<file path="src/rtl/core/srpg_pkg.sv">
// Shared types, widths, register indexes and constants of the stepper ramp pulse generator.
package srpg_pkg;

  // Field and register widths.
  localparam int unsigned SPEED_W    = 10;
  localparam int unsigned MOVE_W     = 16;
  localparam int unsigned RAMP_W     = 10;
  localparam int unsigned SPR_W      = 16;
  localparam int unsigned MINP_W     = 10;
  localparam int unsigned DUTY_W     = 7;
  localparam int unsigned TIME_W     = 26;
  localparam int unsigned COUNT_W    = 32;
  localparam int unsigned INDEX_W    = 11;
  localparam int unsigned LEFT_W     = 17;
  localparam int unsigned CFG_IDX_W  = 3;
  localparam int unsigned CFG_DATA_W = 16;

  // Serial multiply/divide unit: operand widths and quotient lengths.
  localparam int unsigned OPA_W       = 33;
  localparam int unsigned OPB_W       = 26;
  localparam int unsigned CNT_W       = 5;
  localparam int unsigned SHORT_QBITS = 10;
  localparam int unsigned LONG_QBITS  = 26;

  // Register indexes.
  localparam logic [CFG_IDX_W-1:0] CFG_MOVE_SPEED  = 3'd0;
  localparam logic [CFG_IDX_W-1:0] CFG_STEPS_MOVE  = 3'd1;
  localparam logic [CFG_IDX_W-1:0] CFG_RAMP_STEPS  = 3'd2;
  localparam logic [CFG_IDX_W-1:0] CFG_STEPS_REV   = 3'd3;
  localparam logic [CFG_IDX_W-1:0] CFG_MIN_PULSE   = 3'd4;
  localparam logic [CFG_IDX_W-1:0] CFG_DUTY        = 3'd5;

  // Register reset values.
  localparam logic [SPEED_W-1:0] MOVE_SPEED_RST = 10'd60;
  localparam logic [MOVE_W-1:0]  STEPS_MOVE_RST = 16'd1000;
  localparam logic [RAMP_W-1:0]  RAMP_STEPS_RST = 10'd100;
  localparam logic [SPR_W-1:0]   STEPS_REV_RST  = 16'd800;
  localparam logic [MINP_W-1:0]  MIN_PULSE_RST  = 10'd10;
  localparam logic [DUTY_W-1:0]  DUTY_RST       = 7'd50;

  // Arithmetic constants.
  localparam logic [TIME_W-1:0] PERIOD_NUM_US = 26'd60000000;
  localparam logic [TIME_W-1:0] IDLE_WAIT_US  = 26'd1000;
  localparam logic [DUTY_W-1:0] DUTY_FULL     = 7'd100;

  typedef struct packed {
    logic start_move;
    logic want_up;
  } srpg_in_t;

  typedef struct packed {
    logic                dir_level;
    logic                dir_switched;
    logic                pulse_issued;
    logic [TIME_W-1:0]   high_time_us;
    logic [TIME_W-1:0]   low_time_us;
    logic [SPEED_W-1:0]  speed_now_rpm;
    logic [COUNT_W-1:0]  steps_since_reversal;
  } srpg_out_t;

  // Command to the serial arithmetic unit.
  typedef struct packed {
    logic start;
    logic is_div;
    logic short_div;
  } srpg_req_t;

  // Status from the serial arithmetic unit.
  typedef struct packed {
    logic busy;
    logic done;
  } srpg_rsp_t;

  typedef enum logic [1:0] {
    UNIT_IDLE,
    UNIT_MUL,
    UNIT_DIV
  } srpg_unit_e;

  typedef enum logic [3:0] {
    ST_IDLE,
    ST_RAMP,
    ST_RAMP_MUL,
    ST_RAMP_DIV,
    ST_SPM,
    ST_SPM_WAIT,
    ST_PER_WAIT,
    ST_PULSE,
    ST_DUTY_MUL,
    ST_DUTY_DIV,
    ST_OUT
  } srpg_state_e;

endpackage

</file>
<file path="src/rtl/core/srpg_if.sv">
// Valid/ready channel interfaces for the slot items and the result items.
interface srpg_in_if;
  import srpg_pkg::*;

  logic     valid;
  logic     ready;
  srpg_in_t payload;

  modport source (output valid, output payload, input ready);
  modport sink (input valid, input payload, output ready);
endinterface

interface srpg_out_if;
  import srpg_pkg::*;

  logic      valid;
  logic      ready;
  srpg_out_t payload;

  modport source (output valid, output payload, input ready);
  modport sink (input valid, input payload, output ready);
endinterface

</file>
<file path="src/rtl/core/stepper_ramp_pulse_generator_core.sv">
// Stepper ramp pulse generator: one slot item in, one pulse timing item out.
// Each slot item resolves direction and move countdown in the cycle it is taken, then steps
// the linear speed ramp, works out the step period from the speed and splits it into high
// and low time, all on one shared serial multiply/divide unit that handles one multiplier
// bit or one quotient bit per cycle. The ramp quotient has 10 bits, the period and the high
// time 26 bits each; each multiply stops once its multiplier (speed, ramp index or duty) has
// no significant bits left, and every operation hands its result back through a registered
// done flag. An item with no speed and no ramp step skips the unit. The next slot item is
// taken once the previous result sits in the output register, even if it is not yet taken.
// The user must write registers through the plain write port only while no item is in
// flight; the block itself does not enforce this.
module stepper_ramp_pulse_generator_core (
  input  logic                            clk_i,
  input  logic                            rst_ni,
  input  logic                            cfg_we_i,
  input  logic [srpg_pkg::CFG_IDX_W-1:0]  cfg_idx_i,
  input  logic [srpg_pkg::CFG_DATA_W-1:0] cfg_data_i,
  srpg_in_if.sink                         in_chan_i,
  srpg_out_if.source                      out_chan_o
);
  import srpg_pkg::*;

  // Configuration registers.
  logic [SPEED_W-1:0] move_speed_q;
  logic [MOVE_W-1:0]  steps_move_q;
  logic [RAMP_W-1:0]  ramp_steps_q;
  logic [SPR_W-1:0]   steps_rev_q;
  logic [MINP_W-1:0]  min_pulse_q;
  logic [DUTY_W-1:0]  duty_q;

  // Slot state.
  srpg_state_e              state_q, state_d;
  logic                     applied_up_q, applied_up_d;
  logic                     move_pending_q, move_pending_d;
  logic signed [LEFT_W-1:0] move_left_q, move_left_d;
  logic [SPEED_W-1:0]       ramp_target_q, ramp_target_d;
  logic [SPEED_W-1:0]       ramp_origin_q, ramp_origin_d;
  logic [INDEX_W-1:0]       ramp_index_q, ramp_index_d;
  logic [SPEED_W-1:0]       speed_q, speed_d;
  logic [COUNT_W-1:0]       pulse_count_q, pulse_count_d;
  logic                     switched_q, switched_d;
  logic                     issued_q, issued_d;
  logic [TIME_W-1:0]        period_q, period_d;
  logic [TIME_W-1:0]        high_q, high_d;
  logic [TIME_W-1:0]        low_q, low_d;
  logic                     out_valid_q, out_valid_d;
  srpg_out_t                out_q, out_d;

  // Slot decode helpers.
  logic                     in_acc;
  logic                     pend_now;
  logic                     changing;
  logic signed [LEFT_W-1:0] left_now;
  logic [SPEED_W-1:0]       target_now;

  // Ramp and pulse helpers.
  logic               ramp_down;
  logic [SPEED_W-1:0] ramp_span;
  logic               idx_live;
  logic               idx_end;
  logic [SPEED_W:0]   ramp_part;
  logic [DUTY_W-1:0]  duty_eff;

  // Shared arithmetic unit.
  srpg_req_t        u_req;
  srpg_rsp_t        u_rsp;
  logic [OPA_W-1:0] u_opa;
  logic [OPB_W-1:0] u_opb;
  logic [OPA_W-1:0] u_res;
  logic [OPB_W-1:0] u_rem;

  srpg_muldiv u_muldiv (
    .clk_i  (clk_i),
    .rst_ni (rst_ni),
    .req_i  (u_req),
    .opa_i  (u_opa),
    .opb_i  (u_opb),
    .rsp_o  (u_rsp),
    .res_o  (u_res),
    .rem_o  (u_rem)
  );

  assign in_chan_i.ready    = (state_q == ST_IDLE);
  assign in_acc             = in_chan_i.valid && in_chan_i.ready;
  assign out_chan_o.valid   = out_valid_q;
  assign out_chan_o.payload = out_q;

  always_ff @(posedge clk_i or negedge rst_ni) begin
    if (!rst_ni) begin
      move_speed_q <= MOVE_SPEED_RST;
      steps_move_q <= STEPS_MOVE_RST;
      ramp_steps_q <= RAMP_STEPS_RST;
      steps_rev_q  <= STEPS_REV_RST;
      min_pulse_q  <= MIN_PULSE_RST;
      duty_q       <= DUTY_RST;
    end else if (cfg_we_i) begin
      case (cfg_idx_i)
        CFG_MOVE_SPEED: move_speed_q <= cfg_data_i[SPEED_W-1:0];
        CFG_STEPS_MOVE: steps_move_q <= cfg_data_i[MOVE_W-1:0];
        CFG_RAMP_STEPS: ramp_steps_q <= cfg_data_i[RAMP_W-1:0];
        CFG_STEPS_REV:  steps_rev_q  <= cfg_data_i[SPR_W-1:0];
        CFG_MIN_PULSE:  min_pulse_q  <= cfg_data_i[MINP_W-1:0];
        CFG_DUTY:       duty_q       <= cfg_data_i[DUTY_W-1:0];
        default: ;
      endcase
    end
  end

  always_ff @(posedge clk_i or negedge rst_ni) begin
    if (!rst_ni) begin
      state_q        <= ST_IDLE;
      applied_up_q   <= 1'b0;
      move_pending_q <= 1'b0;
      move_left_q    <= '0;
      ramp_target_q  <= '0;
      ramp_origin_q  <= '0;
      ramp_index_q   <= '0;
      speed_q        <= '0;
      pulse_count_q  <= '0;
      out_valid_q    <= 1'b0;
    end else begin
      state_q        <= state_d;
      applied_up_q   <= applied_up_d;
      move_pending_q <= move_pending_d;
      move_left_q    <= move_left_d;
      ramp_target_q  <= ramp_target_d;
      ramp_origin_q  <= ramp_origin_d;
      ramp_index_q   <= ramp_index_d;
      speed_q        <= speed_d;
      pulse_count_q  <= pulse_count_d;
      out_valid_q    <= out_valid_d;
    end
  end

  always_ff @(posedge clk_i) begin
    switched_q <= switched_d;
    issued_q   <= issued_d;
    period_q   <= period_d;
    high_q     <= high_d;
    low_q      <= low_d;
    out_q      <= out_d;
  end

  // Direction and move countdown of the slot being accepted.
  always_comb begin
    pend_now   = move_pending_q | in_chan_i.payload.start_move;
    changing   = (in_chan_i.payload.want_up != applied_up_q);
    left_now   = move_left_q;
    target_now = '0;
    if (!changing) begin
      if (pend_now) begin
        left_now = LEFT_W'(signed'({1'b0, steps_move_q}));
      end
      // The countdown rests at minus one once it has run out.
      if (!left_now[LEFT_W-1]) begin
        left_now = left_now - LEFT_W'(1);
      end
      if (!left_now[LEFT_W-1] && (left_now != '0)) begin
        target_now = move_speed_q;
      end
    end
  end

  assign ramp_down = ramp_target_q < ramp_origin_q;
  assign ramp_span = ramp_down ? (ramp_origin_q - ramp_target_q)
                               : (ramp_target_q - ramp_origin_q);
  assign idx_live  = ramp_index_q <= {1'b0, ramp_steps_q};
  assign idx_end   = (ramp_index_q == {1'b0, ramp_steps_q}) || (ramp_steps_q == '0);
  // A falling ramp rounds its step towards the target.
  assign ramp_part = {1'b0, u_res[SPEED_W-1:0]}
                   + (SPEED_W+1)'(ramp_down && (u_rem != '0));
  assign duty_eff  = (duty_q > DUTY_FULL) ? DUTY_FULL : duty_q;

  always_comb begin
    state_d        = state_q;
    applied_up_d   = applied_up_q;
    move_pending_d = move_pending_q;
    move_left_d    = move_left_q;
    ramp_target_d  = ramp_target_q;
    ramp_origin_d  = ramp_origin_q;
    ramp_index_d   = ramp_index_q;
    speed_d        = speed_q;
    pulse_count_d  = pulse_count_q;
    switched_d     = switched_q;
    issued_d       = issued_q;
    period_d       = period_q;
    high_d         = high_q;
    low_d          = low_q;
    out_valid_d    = out_valid_q && !out_chan_o.ready;
    out_d          = out_q;
    u_req          = '0;
    u_opa          = '0;
    u_opb          = '0;
    case (state_q)
      ST_IDLE: begin
        if (in_acc) begin
          move_pending_d = pend_now;
          switched_d     = 1'b0;
          if (changing && (speed_q == '0)) begin
            applied_up_d  = in_chan_i.payload.want_up;
            pulse_count_d = '0;
            switched_d    = 1'b1;
          end
          if (!changing) begin
            move_pending_d = 1'b0;
            move_left_d    = left_now;
          end
          if (ramp_target_q != target_now) begin
            ramp_origin_d = speed_q;
            ramp_target_d = target_now;
            ramp_index_d  = '0;
          end
          state_d = ST_RAMP;
        end
      end
      ST_RAMP: begin
        if (!idx_live) begin
          state_d = ST_SPM;
        end else if (idx_end || (ramp_span == '0)) begin
          speed_d      = idx_end ? ramp_target_q : ramp_origin_q;
          ramp_index_d = ramp_index_q + INDEX_W'(1);
          state_d      = ST_SPM;
        end else begin
          u_req.start = 1'b1;
          u_opa       = OPA_W'(ramp_span);
          u_opb       = OPB_W'(ramp_index_q[SPEED_W-1:0]);
          state_d     = ST_RAMP_MUL;
        end
      end
      ST_RAMP_MUL: begin
        if (u_rsp.done) begin
          u_req.start     = 1'b1;
          u_req.is_div    = 1'b1;
          u_req.short_div = 1'b1;
          u_opa           = u_res;
          u_opb           = OPB_W'(ramp_steps_q);
          state_d         = ST_RAMP_DIV;
        end
      end
      ST_RAMP_DIV: begin
        if (u_rsp.done) begin
          speed_d      = ramp_down ? (ramp_origin_q - ramp_part[SPEED_W-1:0])
                                   : (ramp_origin_q + ramp_part[SPEED_W-1:0]);
          ramp_index_d = ramp_index_q + INDEX_W'(1);
          state_d      = ST_SPM;
        end
      end
      ST_SPM: begin
        if (speed_q == '0) begin
          period_d = '0;
          state_d  = ST_PULSE;
        end else begin
          u_req.start = 1'b1;
          u_opa       = OPA_W'(steps_rev_q);
          u_opb       = OPB_W'(speed_q);
          state_d     = ST_SPM_WAIT;
        end
      end
      ST_SPM_WAIT: begin
        if (u_rsp.done) begin
          if (u_res == '0) begin
            period_d = '0;
            state_d  = ST_PULSE;
          end else begin
            u_req.start  = 1'b1;
            u_req.is_div = 1'b1;
            u_opa        = OPA_W'(PERIOD_NUM_US);
            u_opb        = u_res[OPB_W-1:0];
            state_d      = ST_PER_WAIT;
          end
        end
      end
      ST_PER_WAIT: begin
        if (u_rsp.done) begin
          period_d = u_res[TIME_W-1:0];
          state_d  = ST_PULSE;
        end
      end
      ST_PULSE: begin
        if ((speed_q != '0) && (period_q >= TIME_W'(min_pulse_q))) begin
          issued_d      = 1'b1;
          pulse_count_d = pulse_count_q + COUNT_W'(1);
          u_req.start   = 1'b1;
          u_opa         = OPA_W'(period_q);
          u_opb         = OPB_W'(duty_eff);
          state_d       = ST_DUTY_MUL;
        end else begin
          issued_d = 1'b0;
          high_d   = '0;
          low_d    = IDLE_WAIT_US;
          state_d  = ST_OUT;
        end
      end
      ST_DUTY_MUL: begin
        if (u_rsp.done) begin
          u_req.start  = 1'b1;
          u_req.is_div = 1'b1;
          u_opa        = u_res;
          u_opb        = OPB_W'(DUTY_FULL);
          state_d      = ST_DUTY_DIV;
        end
      end
      ST_DUTY_DIV: begin
        if (u_rsp.done) begin
          high_d  = u_res[TIME_W-1:0];
          low_d   = period_q - u_res[TIME_W-1:0];
          state_d = ST_OUT;
        end
      end
      ST_OUT: begin
        if (!out_valid_q || out_chan_o.ready) begin
          out_valid_d                = 1'b1;
          out_d.dir_level            = applied_up_q;
          out_d.dir_switched         = switched_q;
          out_d.pulse_issued         = issued_q;
          out_d.high_time_us         = high_q;
          out_d.low_time_us          = low_q;
          out_d.speed_now_rpm        = speed_q;
          out_d.steps_since_reversal = pulse_count_q;
          state_d                    = ST_IDLE;
        end
      end
      default: begin
        state_d = ST_IDLE;
      end
    endcase
  end

  // The shared unit is only ever started when it has finished its previous operation.
  a_unit_free: assert property (@(posedge clk_i) disable iff (!rst_ni)
    u_req.start |-> !u_rsp.busy)
    else $error("arithmetic unit started while busy");

  // A finished operation always follows cycles of work.
  a_unit_done: assert property (@(posedge clk_i) disable iff (!rst_ni)
    u_rsp.done |-> $past(u_rsp.busy))
    else $error("arithmetic unit finished without working");

  // A direction change clears the step count, so its slot counts at most its own pulse.
  a_switch_count: assert property (@(posedge clk_i) disable iff (!rst_ni)
    (out_valid_q && out_q.dir_switched)
      |-> (out_q.steps_since_reversal == COUNT_W'(out_q.pulse_issued)))
    else $error("step count not cleared in a direction change slot");

endmodule

</file>
<file path="src/rtl/core/srpg_muldiv.sv">
// Shared serial unit: shift-add multiply and restoring divide, one bit per cycle.
module srpg_muldiv (
  input  logic                       clk_i,
  input  logic                       rst_ni,
  input  srpg_pkg::srpg_req_t        req_i,
  input  logic [srpg_pkg::OPA_W-1:0] opa_i,
  input  logic [srpg_pkg::OPB_W-1:0] opb_i,
  output srpg_pkg::srpg_rsp_t        rsp_o,
  output logic [srpg_pkg::OPA_W-1:0] res_o,
  output logic [srpg_pkg::OPB_W-1:0] rem_o
);
  import srpg_pkg::*;

  srpg_unit_e       state_q, state_d;
  logic             done_q, done_d;
  logic [CNT_W-1:0] cnt_q, cnt_d;
  logic [OPA_W-1:0] a_q, a_d;
  logic [OPA_W-1:0] acc_q, acc_d;
  logic [OPB_W-1:0] b_q, b_d;
  logic [OPB_W-1:0] rem_q, rem_d;
  logic [OPB_W:0]   div_t;
  logic [OPB_W:0]   div_sub;
  logic             div_ge;

  always_ff @(posedge clk_i or negedge rst_ni) begin
    if (!rst_ni) begin
      state_q <= UNIT_IDLE;
      done_q  <= 1'b0;
      cnt_q   <= '0;
    end else begin
      state_q <= state_d;
      done_q  <= done_d;
      cnt_q   <= cnt_d;
    end
  end

  always_ff @(posedge clk_i) begin
    a_q   <= a_d;
    b_q   <= b_d;
    acc_q <= acc_d;
    rem_q <= rem_d;
  end

  always_comb begin
    state_d = state_q;
    done_d  = 1'b0;
    cnt_d   = cnt_q;
    a_d     = a_q;
    b_d     = b_q;
    acc_d   = acc_q;
    rem_d   = rem_q;
    // One restoring step: bring down the next dividend bit and try the divisor.
    div_t   = {rem_q, a_q[OPA_W-1]};
    div_ge  = div_t >= {1'b0, b_q};
    div_sub = div_t - {1'b0, b_q};
    case (state_q)
      UNIT_IDLE: begin
        if (req_i.start) begin
          acc_d = '0;
          b_d   = opb_i;
          if (req_i.is_div) begin
            state_d = UNIT_DIV;
            // The caller guarantees the quotient fits, so the bits above the
            // quotient length already lie below the divisor.
            if (req_i.short_div) begin
              rem_d = OPB_W'(opa_i >> SHORT_QBITS);
              a_d   = opa_i << (OPA_W - SHORT_QBITS);
              cnt_d = CNT_W'(SHORT_QBITS);
            end else begin
              rem_d = OPB_W'(opa_i >> LONG_QBITS);
              a_d   = opa_i << (OPA_W - LONG_QBITS);
              cnt_d = CNT_W'(LONG_QBITS);
            end
          end else begin
            state_d = UNIT_MUL;
            a_d     = opa_i;
          end
        end
      end
      UNIT_MUL: begin
        // Stops as soon as no multiplier bits are left.
        if (b_q == '0) begin
          state_d = UNIT_IDLE;
          done_d  = 1'b1;
        end else begin
          if (b_q[0]) begin
            acc_d = acc_q + a_q;
          end
          a_d = a_q << 1;
          b_d = b_q >> 1;
        end
      end
      UNIT_DIV: begin
        rem_d = div_ge ? div_sub[OPB_W-1:0] : div_t[OPB_W-1:0];
        acc_d = {acc_q[OPA_W-2:0], div_ge};
        a_d   = a_q << 1;
        cnt_d = cnt_q - CNT_W'(1);
        if (cnt_q == CNT_W'(1)) begin
          state_d = UNIT_IDLE;
          done_d  = 1'b1;
        end
      end
      default: begin
        state_d = UNIT_IDLE;
      end
    endcase
  end

  assign rsp_o.busy = (state_q != UNIT_IDLE);
  assign rsp_o.done = done_q;
  assign res_o      = acc_q;
  assign rem_o      = rem_q;

endmodule
</file>
<file path="src/flat_wrapper.sv">
// flat-port wrapper written by rule: the top's interface ports become plain ports
module stepper_ramp_pulse_generator_core_flat import srpg_pkg::*;
  (clk_i, rst_ni, cfg_we_i, cfg_idx_i, cfg_data_i, in_chan_i_valid, in_chan_i_payload, in_chan_i_ready, out_chan_o_valid, out_chan_o_payload, out_chan_o_ready);
  srpg_in_if in_chan_i_i ();
  srpg_out_if out_chan_o_i ();
  input  logic clk_i;
  input  logic rst_ni;
  input  logic cfg_we_i;
  input  logic [srpg_pkg::CFG_IDX_W-1:0] cfg_idx_i;
  input  logic [srpg_pkg::CFG_DATA_W-1:0] cfg_data_i;
  input wire logic [$bits(in_chan_i_i.valid)-1:0] in_chan_i_valid;
  input wire logic [$bits(in_chan_i_i.payload)-1:0] in_chan_i_payload;
  output wire logic [$bits(in_chan_i_i.ready)-1:0] in_chan_i_ready;
  output wire logic [$bits(out_chan_o_i.valid)-1:0] out_chan_o_valid;
  output wire logic [$bits(out_chan_o_i.payload)-1:0] out_chan_o_payload;
  input wire logic [$bits(out_chan_o_i.ready)-1:0] out_chan_o_ready;
  assign in_chan_i_i.valid = in_chan_i_valid;
  assign in_chan_i_i.payload = in_chan_i_payload;
  assign in_chan_i_ready = in_chan_i_i.ready;
  assign out_chan_o_valid = out_chan_o_i.valid;
  assign out_chan_o_payload = out_chan_o_i.payload;
  assign out_chan_o_i.ready = out_chan_o_ready;
  stepper_ramp_pulse_generator_core u_core (.clk_i(clk_i), .rst_ni(rst_ni), .cfg_we_i(cfg_we_i), .cfg_idx_i(cfg_idx_i), .cfg_data_i(cfg_data_i), .in_chan_i(in_chan_i_i), .out_chan_o(out_chan_o_i));
endmodule
</file>
<file path="config.mk">
export PLATFORM = sky130hd
export DESIGN_NAME = stepper_ramp_pulse_generator_core_flat
export DESIGN_NICKNAME = d
export VERILOG_FILES = /design/src/rtl/core/srpg_pkg.sv /design/src/rtl/core/srpg_if.sv /design/src/rtl/core/stepper_ramp_pulse_generator_core.sv /design/src/rtl/core/srpg_muldiv.sv /design/src/flat_wrapper.sv
export SDC_FILE = /design/constraint.sdc
export NUM_CORES = 1
export LEC_CHECK = 0
export BUFFER_PORTS_ARGS = -buffer_cell sky130_fd_sc_hd__clkbuf_2
export CORE_UTILIZATION = 56
export DETAILED_ROUTE_END_ITERATION = 16
export PLACE_DENSITY = 0.74
export SYNTH_ARGS = -nofsm -noshare
export SYNTH_HDL_FRONTEND = slang
export SYNTH_HIERARCHICAL = 1
export SYNTH_SLANG_ARGS = --single-unit
</file>
<file path="constraint.sdc">
create_clock -name clk_i -period 10.27 [get_ports clk_i]
set_input_delay 0.5135 -clock clk_i [delete_from_list [all_inputs] [get_ports clk_i]]
set_output_delay 0.5135 -clock clk_i [all_outputs]
set_load 0.05 [all_outputs]
</file>
==> results.sh <==
export IMPL_cp_start_kind="flop"
export IMPL_whs_endpoint="u_core/steps_move_q[10]"
export IMPL_drtPass1Iterations=8
export IMPL_crit_type="flop to flop"
export IMPL_post_cts_resized=0
export IMPL_grt_pass1_vias=21100
export IMPL_hold_slack_ns=0.162
export IMPL_syn_nets=2926
export IMPL_maxCapViolCount=0
export IMPL_worstReg2RegEnd="u_core/u_muldiv/b_q[1]"
export IMPL_place_congestion=0.969
export IMPL_insertion_delay_ns=0.62
export IMPL_met1_usage=0.431
export IMPL_hold_path_depth=2
export IMPL_grt_pass1_wl_um=121000
export IMPL_post_route_period_util=0.552
export IMPL_synth_top_area_share=0.318
export IMPL_setup_viol=0
export IMPL_syn_area_sq_um=27800
export IMPL_worst_clock_skew_ns=0.0325
export IMPL_ir_drop_mv=0.142
export IMPL_cts_tree="yes"
export IMPL_yosysWarnings=6
export IMPL_synth_area_leaders="edfxtp_1, dfrtp_1, ha_1, nand2_1, o21ai_0"
export IMPL_final_nets=2997
export IMPL_grt_busiest_layer="met2"
export IMPL_port_buffers=124
export IMPL_worstHoldStart="cfg_data_i[10]"
export IMPL_fp_row_count=81
export IMPL_r2r_cells=15
export IMPL_yosys_register_bits=469
export IMPL_regToRegStartpoint="u_core/ramp_target_q[0]"
export IMPL_die_area_sq_um=50600
export IMPL_coreArea_sq_um=49000
export IMPL_drt_iter0_markers=2466
export IMPL_worst_pin_slew_ns=1.34
export IMPL_cts_clk_slew_worst_paths_ns=0.06
export IMPL_initial_core_util=0.568
export IMPL_die_w_um=225
export IMPL_hold_viol_final=0
export IMPL_synthArstFlopShare=0.371
export IMPL_cts_buffers=50
export IMPL_reg2reg_slack_ns=4.60
export IMPL_grt_ovfl_total=0
export IMPL_avgViaCountPerCell=6.33
export IMPL_area_growth_pct=11.0
export IMPL_path_max_fanout=26
export IMPL_clockBufferDepth=3
export IMPL_rsz0062_at_grt="false"
export IMPL_synth_cell_types=90
export IMPL_relSlewSlack=0.104
export IMPL_leakage_nw=12.6
export IMPL_syn_area_per_cell_sq_um=10.1
export IMPL_min_period_ns=5.67
export IMPL_cp_end_kind="flop"
export IMPL_wl_um=79600
export IMPL_diodes=0
export IMPL_root_buffer="clkbuf_16"
export IMPL_gr_usage_met3=0.0743
export IMPL_pin_count=125
export IMPL_required_ns=10.53
export IMPL_crit_arrival_ns=5.94
export IMPL_yosysTopAreaCell="edfxtp_1"
export IMPL_grt_usage=0.313
export IMPL_htree_levels=2
export IMPL_synth_ff_type="edfxtp_1"
export IMPL_synth_edf_count=295
export IMPL_cts_sinks=469
export IMPL_final_max_slew_viol_count=0
export IMPL_max_clock_freq_ghz=0.176
export IMPL_drc=0
export IMPL_grt_max_degree=79
export IMPL_status="complete, no violations"
export IMPL_hold_class="input pin to flop"
export IMPL_yosysSeqAreaShare=0.476
export IMPL_wl_per_cell_um=22.6
export IMPL_dp_hpwl_um=58200
export IMPL_power_density_nw_per_um2=139
export IMPL_syn_inst=2751
export IMPL_antenna_found_initial=1
export IMPL_die_y_um=225
export IMPL_ant_nets=0
export IMPL_setup_tns_ns=0
export IMPL_grtUsageMet2=0.474
export IMPL_layout_drive_gt1_share=0.138
export IMPL_vias=22300
[critical path, stage by stage, from the launching register on]
cell,delay (ns)
dfrtp_1,0.39
inv_1,0.15
ha_1,0.19
inv_1,0.06
fa_1,0.39
a21o_1,0.22
a221oi_2,0.38
o21a_1,0.59
mux2_2,0.43
xnor2_1,0.15
or4_1,0.50
nor4_2,0.41
nor3_2,0.10
or4_1,0.53
o21ai_0,0.45
nor2_2,0.39
[logic make-up (layout without fill, tap and decap cells)]
group | count (synthesis) | count (layout) | synth area share
flip-flops | 469 | 469 | 0.476
AO/OA/AOI/OAI | 664 | 664 | 0.158
buffers and inverters | 277 | 390 | 0.0383
adder cells (fa/ha/maj) | 149 | 149 | 0.0686
XOR/XNOR | 131 | 131 | 0.0413
multiplexers | 147 | 147 | 0.0570
AND/OR/NAND/NOR | 914 | 914 | 0.161
[synth_stat cells (all sizes together), types with 13 or more instances]
library cell / count
a211oi: 21
a21boi: 13
a21o: 53
a21oi: 159
a221o: 13
a222oi: 20
a22o: 21
a22oi: 14
a31oi: 21
and2: 23
and3: 30
buf: 31
clkbuf: 108
dfrtp: 153
dfstp: 21
edfxtp: 295
ha: 143
inv: 137
mux2: 89
mux2i: 58
nand2: 289
nand2b: 25
nand3: 56
nand4: 37
nor2: 192
nor2b: 58
nor3: 80
nor4: 48
o211ai: 29
o21a: 18
o21ai: 196
or4: 26
xnor2: 84
xor2: 47
[state kept, by name, indices dropped and copies added, names as in the netlist, 16 cells and up]
name                       count
u_core/u_muldiv/rem_o         26
u_core/out_chan_o.payload     97
u_core/move_left_q            17
u_core/u_muldiv/a_q           33
u_core/u_muldiv/b_q           26
u_core/high_q                 26
u_core/pulse_count_q          32
u_core/u_muldiv/res_o         33
u_core/low_q                  26
u_core/steps_rev_q            16
u_core/steps_move_q           16
u_core/period_q               26
[layout by cell type, fill, tap and decap left out, drive strengths merged, types with 25 or more instances in the layout]
master | Yosys | final
edfxtp | 295 | 295
xnor2 | 84 | 84
mux2 | 89 | 89
buf | 31 | 34
o21ai | 196 | 196
nor4 | 48 | 48
a21oi | 159 | 159
xor2 | 47 | 47
clkbuf | 108 | 186
dfrtp | 153 | 153
nand3 | 56 | 56
nand2b | 25 | 25
inv | 137 | 142
mux2i | 58 | 58
o211ai | 29 | 29
nand2 | 289 | 289
nor2b | 58 | 58
nor2 | 192 | 192
or4 | 26 | 26
nor3 | 80 | 80
and3 | 30 | 30
nand4 | 37 | 37
a21o | 53 | 53
ha | 143 | 143
[cell type report]
type                    instances  area (sq um)
flip-flops and latches        469         13200
well taps                     664           831
fillers                      3922         18100
repair buffers                158           885
inverters                     138           518
clock inverters                31           443
clock buffers                  63          1340
multi-input cells            2005         13600
[per-stage QoR]
| stage | std cells | power (mW) | setup slack, ns | instance area [sq um] | util |
|---|---|---|---|---|---|
| 3_3_place_gp | 3433 | 2.36 | 4.76 | 29100 | 0.594 |
| 6_report | 3528 | 4.30 | 4.60 | 30900 | 0.631 |
| 3_5_place_dp | 3433 | 2.37 | 4.65 | 29100 | 0.594 |
| 2_1_floorplan | 2751 | 2.28 | 1.83 | 27800 | - |
| 5_1_grt | 3528 | 4.43 | 4.17 | 30900 | 0.631 |
| 4_1_cts | 3528 | 4.32 | 4.63 | 30900 | 0.631 |
[metal layers]
metal  share of wire  wire length, um  up-vias
li1                -                -    10300
met1            0.41            33000    10800
met2            0.44            35200     1053
met3            0.10             8050      200
met4           0.041             3280        2
met5         0.00013               10        -
[how the worst max path moves through the flow]
stage / cells after the start / to / startpoint / slack, ns
detailed placement: 15 / u_core/u_muldiv/b_q[20] / u_core/ramp_target_q[0] / 4.65
CTS: 15 / u_core/u_muldiv/b_q[1] / u_core/ramp_target_q[0] / 4.63
global route: 15 / u_core/u_muldiv/b_q[1] / u_core/ramp_target_q[0] / 4.17
global placement: 15 / u_core/u_muldiv/b_q[21] / u_core/ramp_target_q[0] / 4.76
finish: 15 / u_core/u_muldiv/b_q[1] / u_core/ramp_target_q[0] / 4.60
floorplan: 5 / u_core/out_chan_o.payload[0] / u_core/state_q[1] / 1.83
[power by group]
group | switching, mW | internal (mW) | leakage, nW
logic | 0.117 | 0.0965 | 7.19
clock network | 0.794 | 1.16 | 0.862
registers | 0.0690 | 2.06 | 4.54
total | 0.980 | 3.32 | 12.6
[timing repair]
item,in CTS,in global routing
hold buffers,1,0
hold endpoints to repair,29,0
setup buffers,0,0
Note: power is estimated with default switching activity, not from simulation.
